### src/sdc_pkg.sv
// sdc_pkg: shared types and constants of the sd card command sequencer
`default_nettype none

package sdc_pkg;

  // event codes on the input channel
  localparam logic [2:0] KIND_START     = 3'd0;
  localparam logic [2:0] KIND_RESP      = 3'd1;
  localparam logic [2:0] KIND_READ      = 3'd2;
  localparam logic [2:0] KIND_WRITE     = 3'd3;
  localparam logic [2:0] KIND_DATA_DONE = 3'd4;

  // configuration register indexes
  localparam int unsigned CFG_IDX_W = 1;
  localparam logic [CFG_IDX_W-1:0] CFG_OP_COND_TRIES = 1'd0;
  localparam logic [CFG_IDX_W-1:0] CFG_OP_COND_ARG   = 1'd1;

  localparam logic [7:0]  OP_COND_TRIES_RST = 8'd10;
  localparam logic [31:0] OP_COND_ARG_RST   = 32'h4001_8000;

  // command indexes
  localparam logic [5:0] CMD_GO_IDLE      = 6'd0;
  localparam logic [5:0] CMD_ALL_SEND_CID = 6'd2;
  localparam logic [5:0] CMD_SEND_RCA     = 6'd3;
  localparam logic [5:0] CMD_SELECT       = 6'd7;
  localparam logic [5:0] CMD_SEND_IF_COND = 6'd8;
  localparam logic [5:0] CMD_SEND_CSD     = 6'd9;
  localparam logic [5:0] CMD_SEND_STATUS  = 6'd13;
  localparam logic [5:0] CMD_SET_BLKLEN   = 6'd16;
  localparam logic [5:0] CMD_READ_SINGLE  = 6'd17;
  localparam logic [5:0] CMD_WRITE_SINGLE = 6'd24;
  localparam logic [5:0] ACMD_SD_OP_COND  = 6'd41;
  localparam logic [5:0] CMD_APP_CMD      = 6'd55;

  // command arguments
  localparam logic [31:0] IF_COND_ARG = 32'h0000_01AA;
  localparam logic [31:0] BLKLEN_ARG  = 32'd512;

  // command register bits 15:6
  localparam logic [9:0] FL_RESP  = 10'h001;
  localparam logic [9:0] FL_LONG  = 10'h002;
  localparam logic [9:0] FL_CRC   = 10'h004;
  localparam logic [9:0] FL_DATA  = 10'h008;
  localparam logic [9:0] FL_WRITE = 10'h010;
  localparam logic [9:0] FL_WAIT  = 10'h080;
  localparam logic [9:0] FL_INIT  = 10'h200;

  // card status: current_state code for programming
  localparam logic [3:0] CARD_STATE_PRG = 4'd7;

  // csd structure versions
  localparam logic [1:0] CSD_V1 = 2'd0;
  localparam logic [1:0] CSD_V2 = 2'd1;

  typedef enum logic [3:0] {
    PH_IDLE   = 4'd0,
    PH_CMD0   = 4'd1,
    PH_CMD8   = 4'd2,
    PH_CMD55  = 4'd3,
    PH_ACMD41 = 4'd4,
    PH_CMD2   = 4'd5,
    PH_CMD3   = 4'd6,
    PH_CMD9   = 4'd7,
    PH_CMD7   = 4'd8,
    PH_CMD16  = 4'd9,
    PH_READY  = 4'd10,
    PH_WDATA  = 4'd11,
    PH_STATUS = 4'd12
  } phase_t;

  typedef struct packed {
    phase_t      phase;
    logic [7:0]  try_count;
    logic [15:0] card_address;
    logic [1:0]  csd_version;
    logic [31:0] card_capacity;
    logic        op_cond_failed;
    logic        no_card;
  } state_t;

  localparam state_t ST_RESET = '{PH_IDLE, 8'd0, 16'd0, 2'd0, 32'd0, 1'b0, 1'b0};

  typedef struct packed {
    logic [5:0]  cmd_index;
    logic [31:0] cmd_arg;
    logic [9:0]  cmd_flags;
    logic        cmd_valid;
    logic        init_done;
    logic [31:0] capacity_kb;
    logic        high_capacity;
    logic        no_card;
    logic        op_cond_failed;
  } result_t;

endpackage

`default_nettype wire

### src/sdc_csd_decode.sv
// sdc_csd_decode: csd register decode into structure version and capacity in kilobytes
`default_nettype none

module sdc_csd_decode (
  input  wire logic [31:0] csd_word1,
  input  wire logic [31:0] csd_word2,
  input  wire logic [31:0] csd_word3,
  output logic      [1:0]  csd_version,
  output logic      [31:0] capacity_kb,
  output logic             unknown
);
  import sdc_pkg::*;

  logic [11:0] v1_c_size;
  logic [12:0] v1_blocks;
  logic [4:0]  v1_shift;
  logic [36:0] v1_bytes;
  logic [21:0] v2_c_size;
  logic [22:0] v2_units;

  // standard capacity: (c_size + 1) << (size_mult + 2 + read_bl_len) bytes
  assign v1_c_size = {csd_word2[9:0], csd_word1[31:30]};
  assign v1_blocks = {1'b0, v1_c_size} + 13'd1;
  assign v1_shift  = {2'b00, csd_word1[17:15]} + 5'd2 + {1'b0, csd_word2[19:16]};
  assign v1_bytes  = {24'd0, v1_blocks} << v1_shift;

  // high capacity: (c_size + 1) * 512 kilobytes
  assign v2_c_size = {csd_word2[5:0], csd_word1[31:16]};
  assign v2_units  = {1'b0, v2_c_size} + 23'd1;

  assign csd_version = csd_word3[31:30];

  always_comb begin
    unknown = 1'b0;
    unique case (csd_version)
      CSD_V1:  capacity_kb = {5'd0, v1_bytes[36:10]};
      CSD_V2:  capacity_kb = {v2_units[22:0], 9'd0};
      default: begin
        capacity_kb = 32'd0;
        unknown     = 1'b1;
      end
    endcase
  end

endmodule

`default_nettype wire

### src/sdc_step.sv
// sdc_step: next sequencer state and result for one event
`default_nettype none

module sdc_step (
  input  wire  sdc_pkg::state_t  st,
  input  wire  logic [7:0]       op_cond_tries,
  input  wire  logic [31:0]      op_cond_argument,
  input  wire  logic [2:0]       kind,
  input  wire  logic [31:0]      resp_word0,
  input  wire  logic [31:0]      resp_word1,
  input  wire  logic [31:0]      resp_word2,
  input  wire  logic [31:0]      resp_word3,
  input  wire  logic [31:0]      sector,
  output sdc_pkg::state_t        st_nxt,
  output logic                   has_result,
  output sdc_pkg::result_t       res
);
  import sdc_pkg::*;

  logic [1:0]  csd_version;
  logic [31:0] csd_capacity;
  logic        csd_unknown;
  logic [31:0] rca_arg;
  logic [31:0] data_addr;
  logic [7:0]  try_inc;
  logic        cmd_valid;
  logic [5:0]  cmd_index;
  logic [31:0] cmd_arg;
  logic [9:0]  cmd_flags;
  logic        card_ready;

  sdc_csd_decode u_csd (
    .csd_word1   (resp_word1),
    .csd_word2   (resp_word2),
    .csd_word3   (resp_word3),
    .csd_version (csd_version),
    .capacity_kb (csd_capacity),
    .unknown     (csd_unknown)
  );

  assign rca_arg   = {st.card_address, 16'd0};
  // byte addressing for standard capacity cards, wraps at 4 GB
  assign data_addr = (st.csd_version == CSD_V1) ? {sector[22:0], 9'd0} : sector;
  assign try_inc   = st.try_count + 8'd1;
  assign card_ready = resp_word0[8] && (resp_word0[12:9] != CARD_STATE_PRG);

  always_comb begin
    st_nxt     = st;
    has_result = 1'b0;
    cmd_valid  = 1'b0;
    cmd_index  = CMD_GO_IDLE;
    cmd_arg    = 32'd0;
    cmd_flags  = 10'd0;
    unique case (kind)
      KIND_START: begin
        st_nxt       = ST_RESET;
        st_nxt.phase = PH_CMD0;
        has_result   = 1'b1;
        cmd_valid    = 1'b1;
        cmd_index    = CMD_GO_IDLE;
        cmd_flags    = FL_INIT | FL_CRC;
      end
      KIND_READ: begin
        if (st.phase == PH_READY) begin
          has_result = 1'b1;
          cmd_valid  = 1'b1;
          cmd_index  = CMD_READ_SINGLE;
          cmd_arg    = data_addr;
          cmd_flags  = FL_RESP | FL_CRC | FL_DATA | FL_WAIT;
        end
      end
      KIND_WRITE: begin
        if (st.phase == PH_READY) begin
          st_nxt.phase = PH_WDATA;
          has_result   = 1'b1;
          cmd_valid    = 1'b1;
          cmd_index    = CMD_WRITE_SINGLE;
          cmd_arg      = data_addr;
          cmd_flags    = FL_RESP | FL_CRC | FL_DATA | FL_WAIT | FL_WRITE;
        end
      end
      KIND_DATA_DONE: begin
        if (st.phase == PH_WDATA) begin
          st_nxt.phase = PH_STATUS;
          has_result   = 1'b1;
          cmd_valid    = 1'b1;
          cmd_index    = CMD_SEND_STATUS;
          cmd_arg      = rca_arg;
          cmd_flags    = FL_RESP | FL_CRC;
        end
      end
      KIND_RESP: begin
        unique case (st.phase)
          PH_CMD0: begin
            st_nxt.phase = PH_CMD8;
            has_result   = 1'b1;
            cmd_valid    = 1'b1;
            cmd_index    = CMD_SEND_IF_COND;
            cmd_arg      = IF_COND_ARG;
            cmd_flags    = FL_RESP | FL_CRC;
          end
          PH_CMD8: begin
            st_nxt.phase = PH_CMD55;
            has_result   = 1'b1;
            cmd_valid    = 1'b1;
            cmd_index    = CMD_APP_CMD;
            cmd_flags    = FL_RESP | FL_CRC;
          end
          PH_CMD55: begin
            st_nxt.phase = PH_ACMD41;
            has_result   = 1'b1;
            cmd_valid    = 1'b1;
            cmd_index    = ACMD_SD_OP_COND;
            cmd_arg      = op_cond_argument;
            cmd_flags    = FL_RESP;
          end
          PH_ACMD41: begin
            has_result = 1'b1;
            cmd_valid  = 1'b1;
            // busy bit clear: retry while attempts remain
            if (!resp_word0[31] && (try_inc < op_cond_tries)) begin
              st_nxt.try_count = try_inc;
              st_nxt.phase     = PH_CMD55;
              cmd_index        = CMD_APP_CMD;
              cmd_flags        = FL_RESP | FL_CRC;
            end else begin
              if (!resp_word0[31]) begin
                st_nxt.try_count      = try_inc;
                st_nxt.op_cond_failed = 1'b1;
              end
              st_nxt.phase = PH_CMD2;
              cmd_index    = CMD_ALL_SEND_CID;
              cmd_flags    = FL_RESP | FL_LONG | FL_CRC;
            end
          end
          PH_CMD2: begin
            st_nxt.phase = PH_CMD3;
            has_result   = 1'b1;
            cmd_valid    = 1'b1;
            cmd_index    = CMD_SEND_RCA;
            cmd_flags    = FL_RESP | FL_CRC;
          end
          PH_CMD3: begin
            st_nxt.card_address = resp_word0[31:16];
            st_nxt.phase        = PH_CMD9;
            has_result          = 1'b1;
            cmd_valid           = 1'b1;
            cmd_index           = CMD_SEND_CSD;
            cmd_arg             = {resp_word0[31:16], 16'd0};
            cmd_flags           = FL_RESP | FL_LONG | FL_CRC;
          end
          PH_CMD9: begin
            st_nxt.csd_version   = csd_version;
            st_nxt.card_capacity = csd_capacity;
            st_nxt.no_card       = st.no_card | csd_unknown;
            st_nxt.phase         = PH_CMD7;
            has_result           = 1'b1;
            cmd_valid            = 1'b1;
            cmd_index            = CMD_SELECT;
            cmd_arg              = rca_arg;
            cmd_flags            = FL_RESP | FL_CRC;
          end
          PH_CMD7: begin
            has_result = 1'b1;
            // block length only matters for byte addressed cards
            if (st.csd_version == CSD_V1) begin
              st_nxt.phase = PH_CMD16;
              cmd_valid    = 1'b1;
              cmd_index    = CMD_SET_BLKLEN;
              cmd_arg      = BLKLEN_ARG;
              cmd_flags    = FL_RESP | FL_CRC;
            end else begin
              st_nxt.phase = PH_READY;
            end
          end
          PH_CMD16: begin
            st_nxt.phase = PH_READY;
            has_result   = 1'b1;
          end
          PH_STATUS: begin
            has_result = 1'b1;
            if (card_ready) begin
              st_nxt.phase = PH_READY;
            end else begin
              cmd_valid = 1'b1;
              cmd_index = CMD_SEND_STATUS;
              cmd_arg   = rca_arg;
              cmd_flags = FL_RESP | FL_CRC;
            end
          end
          default: ;
        endcase
      end
      default: ;
    endcase
  end

  always_comb begin
    res.cmd_valid      = cmd_valid;
    res.cmd_index      = cmd_valid ? cmd_index : CMD_GO_IDLE;
    res.cmd_arg        = cmd_valid ? cmd_arg : 32'd0;
    res.cmd_flags      = cmd_valid ? cmd_flags : 10'd0;
    res.init_done      = (st_nxt.phase == PH_READY) || (st_nxt.phase == PH_WDATA) ||
                         (st_nxt.phase == PH_STATUS);
    res.capacity_kb    = st_nxt.card_capacity;
    res.high_capacity  = (st_nxt.csd_version != CSD_V1);
    res.no_card        = st_nxt.no_card;
    res.op_cond_failed = st_nxt.op_cond_failed;
  end

endmodule

`default_nettype wire

### src/sdc_out_reg.sv
// sdc_out_reg: result register with valid/stall handshake
`default_nettype none

module sdc_out_reg (
  input  wire  logic             clk,
  input  wire  logic             rst_n,
  input  wire  logic             in_take,
  input  wire  logic             has_result,
  input  wire  sdc_pkg::result_t res,
  input  wire  logic             out_stall,
  output logic                   out_valid,
  output logic                   busy,
  output sdc_pkg::result_t       res_q
);
  import sdc_pkg::*;

  logic    valid_r;
  logic    valid_nxt;
  logic    load;
  result_t res_r;

  // the register can take a new result when empty or being drained this cycle
  assign busy      = valid_r && out_stall;
  assign load      = in_take && has_result;
  assign valid_nxt = busy ? 1'b1 : load;

  always_ff @(posedge clk) begin
    if (!rst_n) begin
      valid_r <= 1'b0;
    end else begin
      valid_r <= valid_nxt;
    end
  end

  always_ff @(posedge clk) begin
    if (load) begin
      res_r <= res;
    end
  end

  assign out_valid = valid_r;
  assign res_q     = res_r;

endmodule

`default_nettype wire

### src/sd_card_init_and_sector_sequencer_unit.sv
// sd_card_init_and_sector_sequencer_unit: sd card init and sector command sequencer, top level
//
//   channel   direction  handshake          payload
//   in_       input      in_valid/in_stall  kind, resp_word0..3, sector
//   out_      output     out_valid/out_stall command, status and card information
//   cfg_      input      cfg_valid/cfg_ready register index, write data
//
// one event per cycle while in_stall is low: the sequencer state updates at the accepting edge and the
// result, if any, sits in the result register from the next cycle on.
// the state step plus csd decode between state and result register sets the cycle.
// in_stall rises only while a result is held and out_stall is high.
// rst_n (synchronous) returns the sequence to idle and the registers to defaults.
`default_nettype none

module sd_card_init_and_sector_sequencer_unit (
  input  wire  logic                          clk,
  input  wire  logic                          rst_n,
  input  wire  logic                          in_valid,
  output logic                                in_stall,
  input  wire  logic [2:0]                    in_kind,
  input  wire  logic [31:0]                   in_resp_word0,
  input  wire  logic [31:0]                   in_resp_word1,
  input  wire  logic [31:0]                   in_resp_word2,
  input  wire  logic [31:0]                   in_resp_word3,
  input  wire  logic [31:0]                   in_sector,
  output logic                                out_valid,
  input  wire  logic                          out_stall,
  output logic [5:0]                          out_cmd_index,
  output logic [31:0]                         out_cmd_arg,
  output logic [9:0]                          out_cmd_flags,
  output logic                                out_cmd_valid,
  output logic                                out_init_done,
  output logic [31:0]                         out_capacity_kb,
  output logic                                out_high_capacity,
  output logic                                out_no_card,
  output logic                                out_op_cond_failed,
  input  wire  logic                          cfg_valid,
  output logic                                cfg_ready,
  input  wire  logic [sdc_pkg::CFG_IDX_W-1:0] cfg_index,
  input  wire  logic [31:0]                   cfg_data
);
  import sdc_pkg::*;

  state_t      st_r;
  state_t      st_nxt;
  logic [7:0]  op_cond_tries_r;
  logic [31:0] op_cond_arg_r;
  logic        has_result;
  result_t     res;
  result_t     res_q;
  logic        busy;
  logic        in_take;

  assign in_stall  = busy;
  assign in_take   = in_valid && !busy;
  assign cfg_ready = 1'b1;

  always_ff @(posedge clk) begin
    if (!rst_n) begin
      op_cond_tries_r <= OP_COND_TRIES_RST;
      op_cond_arg_r   <= OP_COND_ARG_RST;
    end else if (cfg_valid && cfg_ready) begin
      unique case (cfg_index)
        CFG_OP_COND_TRIES: op_cond_tries_r <= cfg_data[7:0];
        CFG_OP_COND_ARG:   op_cond_arg_r   <= cfg_data;
        default: ;
      endcase
    end
  end

  always_ff @(posedge clk) begin
    if (!rst_n) begin
      st_r <= ST_RESET;
    end else if (in_take) begin
      st_r <= st_nxt;
    end
  end

  sdc_step u_step (
    .st               (st_r),
    .op_cond_tries    (op_cond_tries_r),
    .op_cond_argument (op_cond_arg_r),
    .kind             (in_kind),
    .resp_word0       (in_resp_word0),
    .resp_word1       (in_resp_word1),
    .resp_word2       (in_resp_word2),
    .resp_word3       (in_resp_word3),
    .sector           (in_sector),
    .st_nxt           (st_nxt),
    .has_result       (has_result),
    .res              (res)
  );

  sdc_out_reg u_out (
    .clk        (clk),
    .rst_n      (rst_n),
    .in_take    (in_take),
    .has_result (has_result),
    .res        (res),
    .out_stall  (out_stall),
    .out_valid  (out_valid),
    .busy       (busy),
    .res_q      (res_q)
  );

  assign out_cmd_index      = res_q.cmd_index;
  assign out_cmd_arg        = res_q.cmd_arg;
  assign out_cmd_flags      = res_q.cmd_flags;
  assign out_cmd_valid      = res_q.cmd_valid;
  assign out_init_done      = res_q.init_done;
  assign out_capacity_kb    = res_q.capacity_kb;
  assign out_high_capacity  = res_q.high_capacity;
  assign out_no_card        = res_q.no_card;
  assign out_op_cond_failed = res_q.op_cond_failed;

endmodule

`default_nettype wire

### config.mk
export PLATFORM = sky130hd
export DESIGN_NAME = sd_card_init_and_sector_sequencer_unit
export DESIGN_NICKNAME = d
export VERILOG_FILES = /design/src/sdc_pkg.sv /design/src/sdc_csd_decode.sv /design/src/sdc_step.sv /design/src/sdc_out_reg.sv /design/src/sd_card_init_and_sector_sequencer_unit.sv
export SDC_FILE = /design/constraint.sdc
export NUM_CORES = 1
export LEC_CHECK = 0
export BUFFER_PORTS_ARGS = -buffer_cell sky130_fd_sc_hd__buf_2
export CAP_MARGIN = 20
export CORE_ASPECT_RATIO = 0.8
export CORE_UTILIZATION = 50
export DETAILED_ROUTE_END_ITERATION = 10
export GPL_TIMING_DRIVEN = 0
export PLACE_DENSITY = 0.76
export SETUP_SLACK_MARGIN = 0.05
export SLEW_MARGIN = 40
export SYNTH_ARGS = -nofsm -noshare
export SYNTH_HDL_FRONTEND = slang
export SYNTH_SLANG_ARGS = --single-unit
### constraint.sdc
create_clock -name clk -period 8.15 [get_ports clk]
set_input_delay 1.63 -clock clk [delete_from_list [all_inputs] [get_ports clk]]
set_output_delay 1.63 -clock clk [all_outputs]
set_load 0.005 [all_outputs]
==> results.md <==
- Status: finished, violations left
- Failing checks: DRC
- Highest metal used: met4
- Met3 wire len: approximately 4000 microns
- Wirelength per Cell: ~21 microns
- Largest area contributor in the netlist: edfxtp_1
- Slowest stage cell, crit path: o31ai_1
- Total grt overflow: 0
- Chip width: ~170 microns
- H-Tree Depth: 4
- Min Tclk post-route: between 5 and 6 ns
- Final Cycle Share: 0.6277
- Layout Area Growth over Synthesis: 18.99%
- Vias per inst: approximately 6.2
- Largest net degree at the start of global routing: 24
- First-pass GRT wire length: about 57000 microns
- Initial DRC Count: approximately 1.5k
- CTS tree: built
- Core Area: between 20000 and 25000 sq um
- Placed Instance Area: ~12000 sq um
- Synth top area share: 0.2216
- Setup crit end kind: flop
- Worst R2R Path Depth: 10
- Rel. slew slack: 0.4522
- Starting density of the core: 0.5091
- Most used cell, CP: inv_1
- Internal reg-to-reg setup slack: 5.05 ns
- Most used flip-flop cell after synthesis: dfxtp_1
- Final WL: ~38000 microns
- Critical Path Max Stage Delay: 0.70 ns
- Syn Area/Cell: roughly 8.7 sq um
- Total track usage: 0.3326
- Layout cells sized above 1: 0.2015
- Total iterations of the first detailed-routing run: 9
- Vias in the first global route: around 9.7k
- Fin Clk Skew: approximately 0.017 ns
- Worst-skew pair later-pin latency: between 0.4 and 0.5 ns
- Worst Hold Class: reg -> reg
- Power Density: about 170 nW/um^2
- Final Hold Fails: 0
- Antenna violations before repair: 2
- DP HPWL: between 20000 and 30000 microns
- Worst R2R Start: st_r[54]
- Clock Tree Buf Depth: 2
- Worst Path Required: between 8 and 9 ns
- WS Path Type: in -> reg
- RSZ-0062 raised after global routing: false
- YS warnings: 0
- Commonest cells post-synth: nand2_1, dfxtp_1, edfxtp_1, o21ai_0, nor2_1
- Placed insts: roughly 1.8k
- Final Worst Setup Slack: between 3 and 4 ns
- Mapped cell area: 10980 sq um
- Delay-heaviest family, CP: buffers and inverters
- Crit path DAT: ~5.3 ns
- EDFF count, synth: between 80 and 90
- Num CTS Buffers: 17
- Post-Layout Cell Count: around 1.8k
- DRC viols: 2
- Hold depth: 2
- CP Max Fanout: 10
- Number of post-CTS setup repair buffers: 0
- Post-DRT Antenna Nets: 0
- Met2 WL: 15350 microns
- Clock transition at path regs: roughly 0.08 ns
- CTS sink cnt: 186
- Die H: 134.5 microns
- DP Worst Slack: between 2 and 3 ns
- Final setup violating endpoints: 0
- Port bufs: around 200
- FF-to-FF End: u_out.res_q[35]
- Synth cell types: 91
- Hold endpoint: st_r[28]
- DR vias: roughly 11k
- CP startpoint kind: primary input
- Ys async rst share: 0
- Nets: approximately 1.7k
- Maximum clock rate: ~200 MHz
- GPL Wtd Cong: between 0.9 and 1
- Top-count cell post-synth: nand2_1
- #FFs+latches synth: approximately 190
- Leak: ~4.9 nW
- Hold Crit Start: st_r[28]
- # IOs: ~290
- Top cells by area, synth: edfxtp_1, dfxtp_1, nand2_1, a21boi_0, o21ai_0
- Number of buffers and inverters on the critical path: 7
- Crit path cell chain: buf_2 > inv_1 > ha_1 > inv_1 > ha_1 > fa_1 > clkbuf_1 > inv_1 > buf_2 > clkbuf_1 > a211oi_1 > o31ai_1 > o22ai_1 > a22o_1
- Slew Viols, Final: 0
- Met1 Wirelength: 17580 microns
- Seq/Total Area, Yosys: 0.4131
- Hold-fix buffers at CTS: 0
- CTS root buf: clkbuf_16
- Worst slew pin tran: roughly 0.8 ns
- Mapped Cells: 1267
- Rows: 48
- Worst vdd ir: 0.1169 mV
- Die Footprint: between 20000 and 25000 sq um
- Cts repair resizes: 0
- Max-Cap Viols: 0
- Final Cell Area: between 10000 and 15000 sq um
==> where the power goes <==
group          internal (mW)  switching (mW)
Sequential             0.985         0.00802
Combinational          0.135           0.286
Clock                  0.433           0.408
Total                   1.55           0.702
==> state kept, by name, indices dropped and copies added, names as in the netlist <==
| register | count |
|---|---|
| op_cond_tries_r | 8 |
| op_cond_arg_r | 32 |
| u_out.out_valid | 1 |
| st_r | 64 |
| u_out.res_q | 81 |
==> through the flow <==
stage | util | hold WS (ns) | power, mW | TNS [ns]
CTS | 0.6053 | 0.4600 | 2.240 | 0
global placement | 0.5728 | 0.4324 | 1.416 | -3.091
global route | 0.6058 | 0.4794 | 2.321 | 0
finish | 0.6058 | 0.4563 | 2.255 | 0
detailed placement | 0.5778 | 0.4417 | 1.417 | 0
floorplan | - | 0.4249 | 1.253 | 0
==> cells by family after synthesis <==
| group | count (synthesis) | share of synthesized area |
|---|---|---|
| AND/OR/NAND/NOR | 501 | 0.2137 |
| AO/OA/AOI/OAI | 381 | 0.2503 |
| other | 2 | 0.0006842 |
| flip-flops | 186 | 0.4131 |
| XOR/XNOR | 33 | 0.02633 |
| buffers and inverters | 118 | 0.04799 |
| adder cells (fa/ha/maj) | 17 | 0.02006 |
| multiplexers | 29 | 0.02781 |
==> placed cells by master, fill, tap and decap left out, types with 27 or more instances in the layout <==
master / Yosys / final
nand3_1: 53 / 53
edfxtp_1: 81 / 81
nand2_1: 245 / 245
nor2_1: 69 / 68
a22oi_1: 29 / 29
a21oi_1: 38 / 38
o21ai_0: 70 / 70
clkbuf_1: 62 / 63
dfxtp_1: 105 / 105
a21boi_0: 60 / 60
nor3_1: 28 / 27
buf_2: 10 / 214
==> worst reg2reg max path: stages (launching register included) <==
cell and delay [ns]:
dfxtp_1 0.42, and3_1 0.26, and3_1 0.20, nand3_1 0.10
xnor2_1 0.17, ha_1 0.21, a211o_1 0.27, o32a_1 0.49
o311ai_0 0.38, a22oi_1 0.15, mux2i_1 0.19
==> area by class of cell <==
type	count	area, sq um
diodes	2	5.005
plain buffers	92	429.2
clock buffers	20	467.9
clock inverters	12	125.1
fillers	1886	8499
inverters	26	97.59
multi-input cells	965	5952
flip-flops and latches	186	4534
well taps	275	344.1
repair buffers	208	1106
==> routing by layer <==
layer  global-route usage  up-vias
met5                    0        -
met4              0.08970        0
met3              0.07356       50
met2               0.4535      642
met1               0.5186     5336
li1                     -     5103
==> worst max path at each step <==
stage                            startpoint              end  slack (ns)  cells past startpoint
after floorplan                  in_kind[0]   u_out.res_q[0]        1.78                      5
after global placement           in_kind[0]  u_out.res_q[31]       -0.05                      5
after detailed placement  in_resp_word1[16]  u_out.res_q[23]        2.71                     14
after CTS                 in_resp_word1[16]  u_out.res_q[23]        3.17                     14
after global routing      in_resp_word1[16]  u_out.res_q[23]        2.92                     14
final                     in_resp_word1[16]  u_out.res_q[23]        3.03                     14
(Power assumes the default switching activity.)
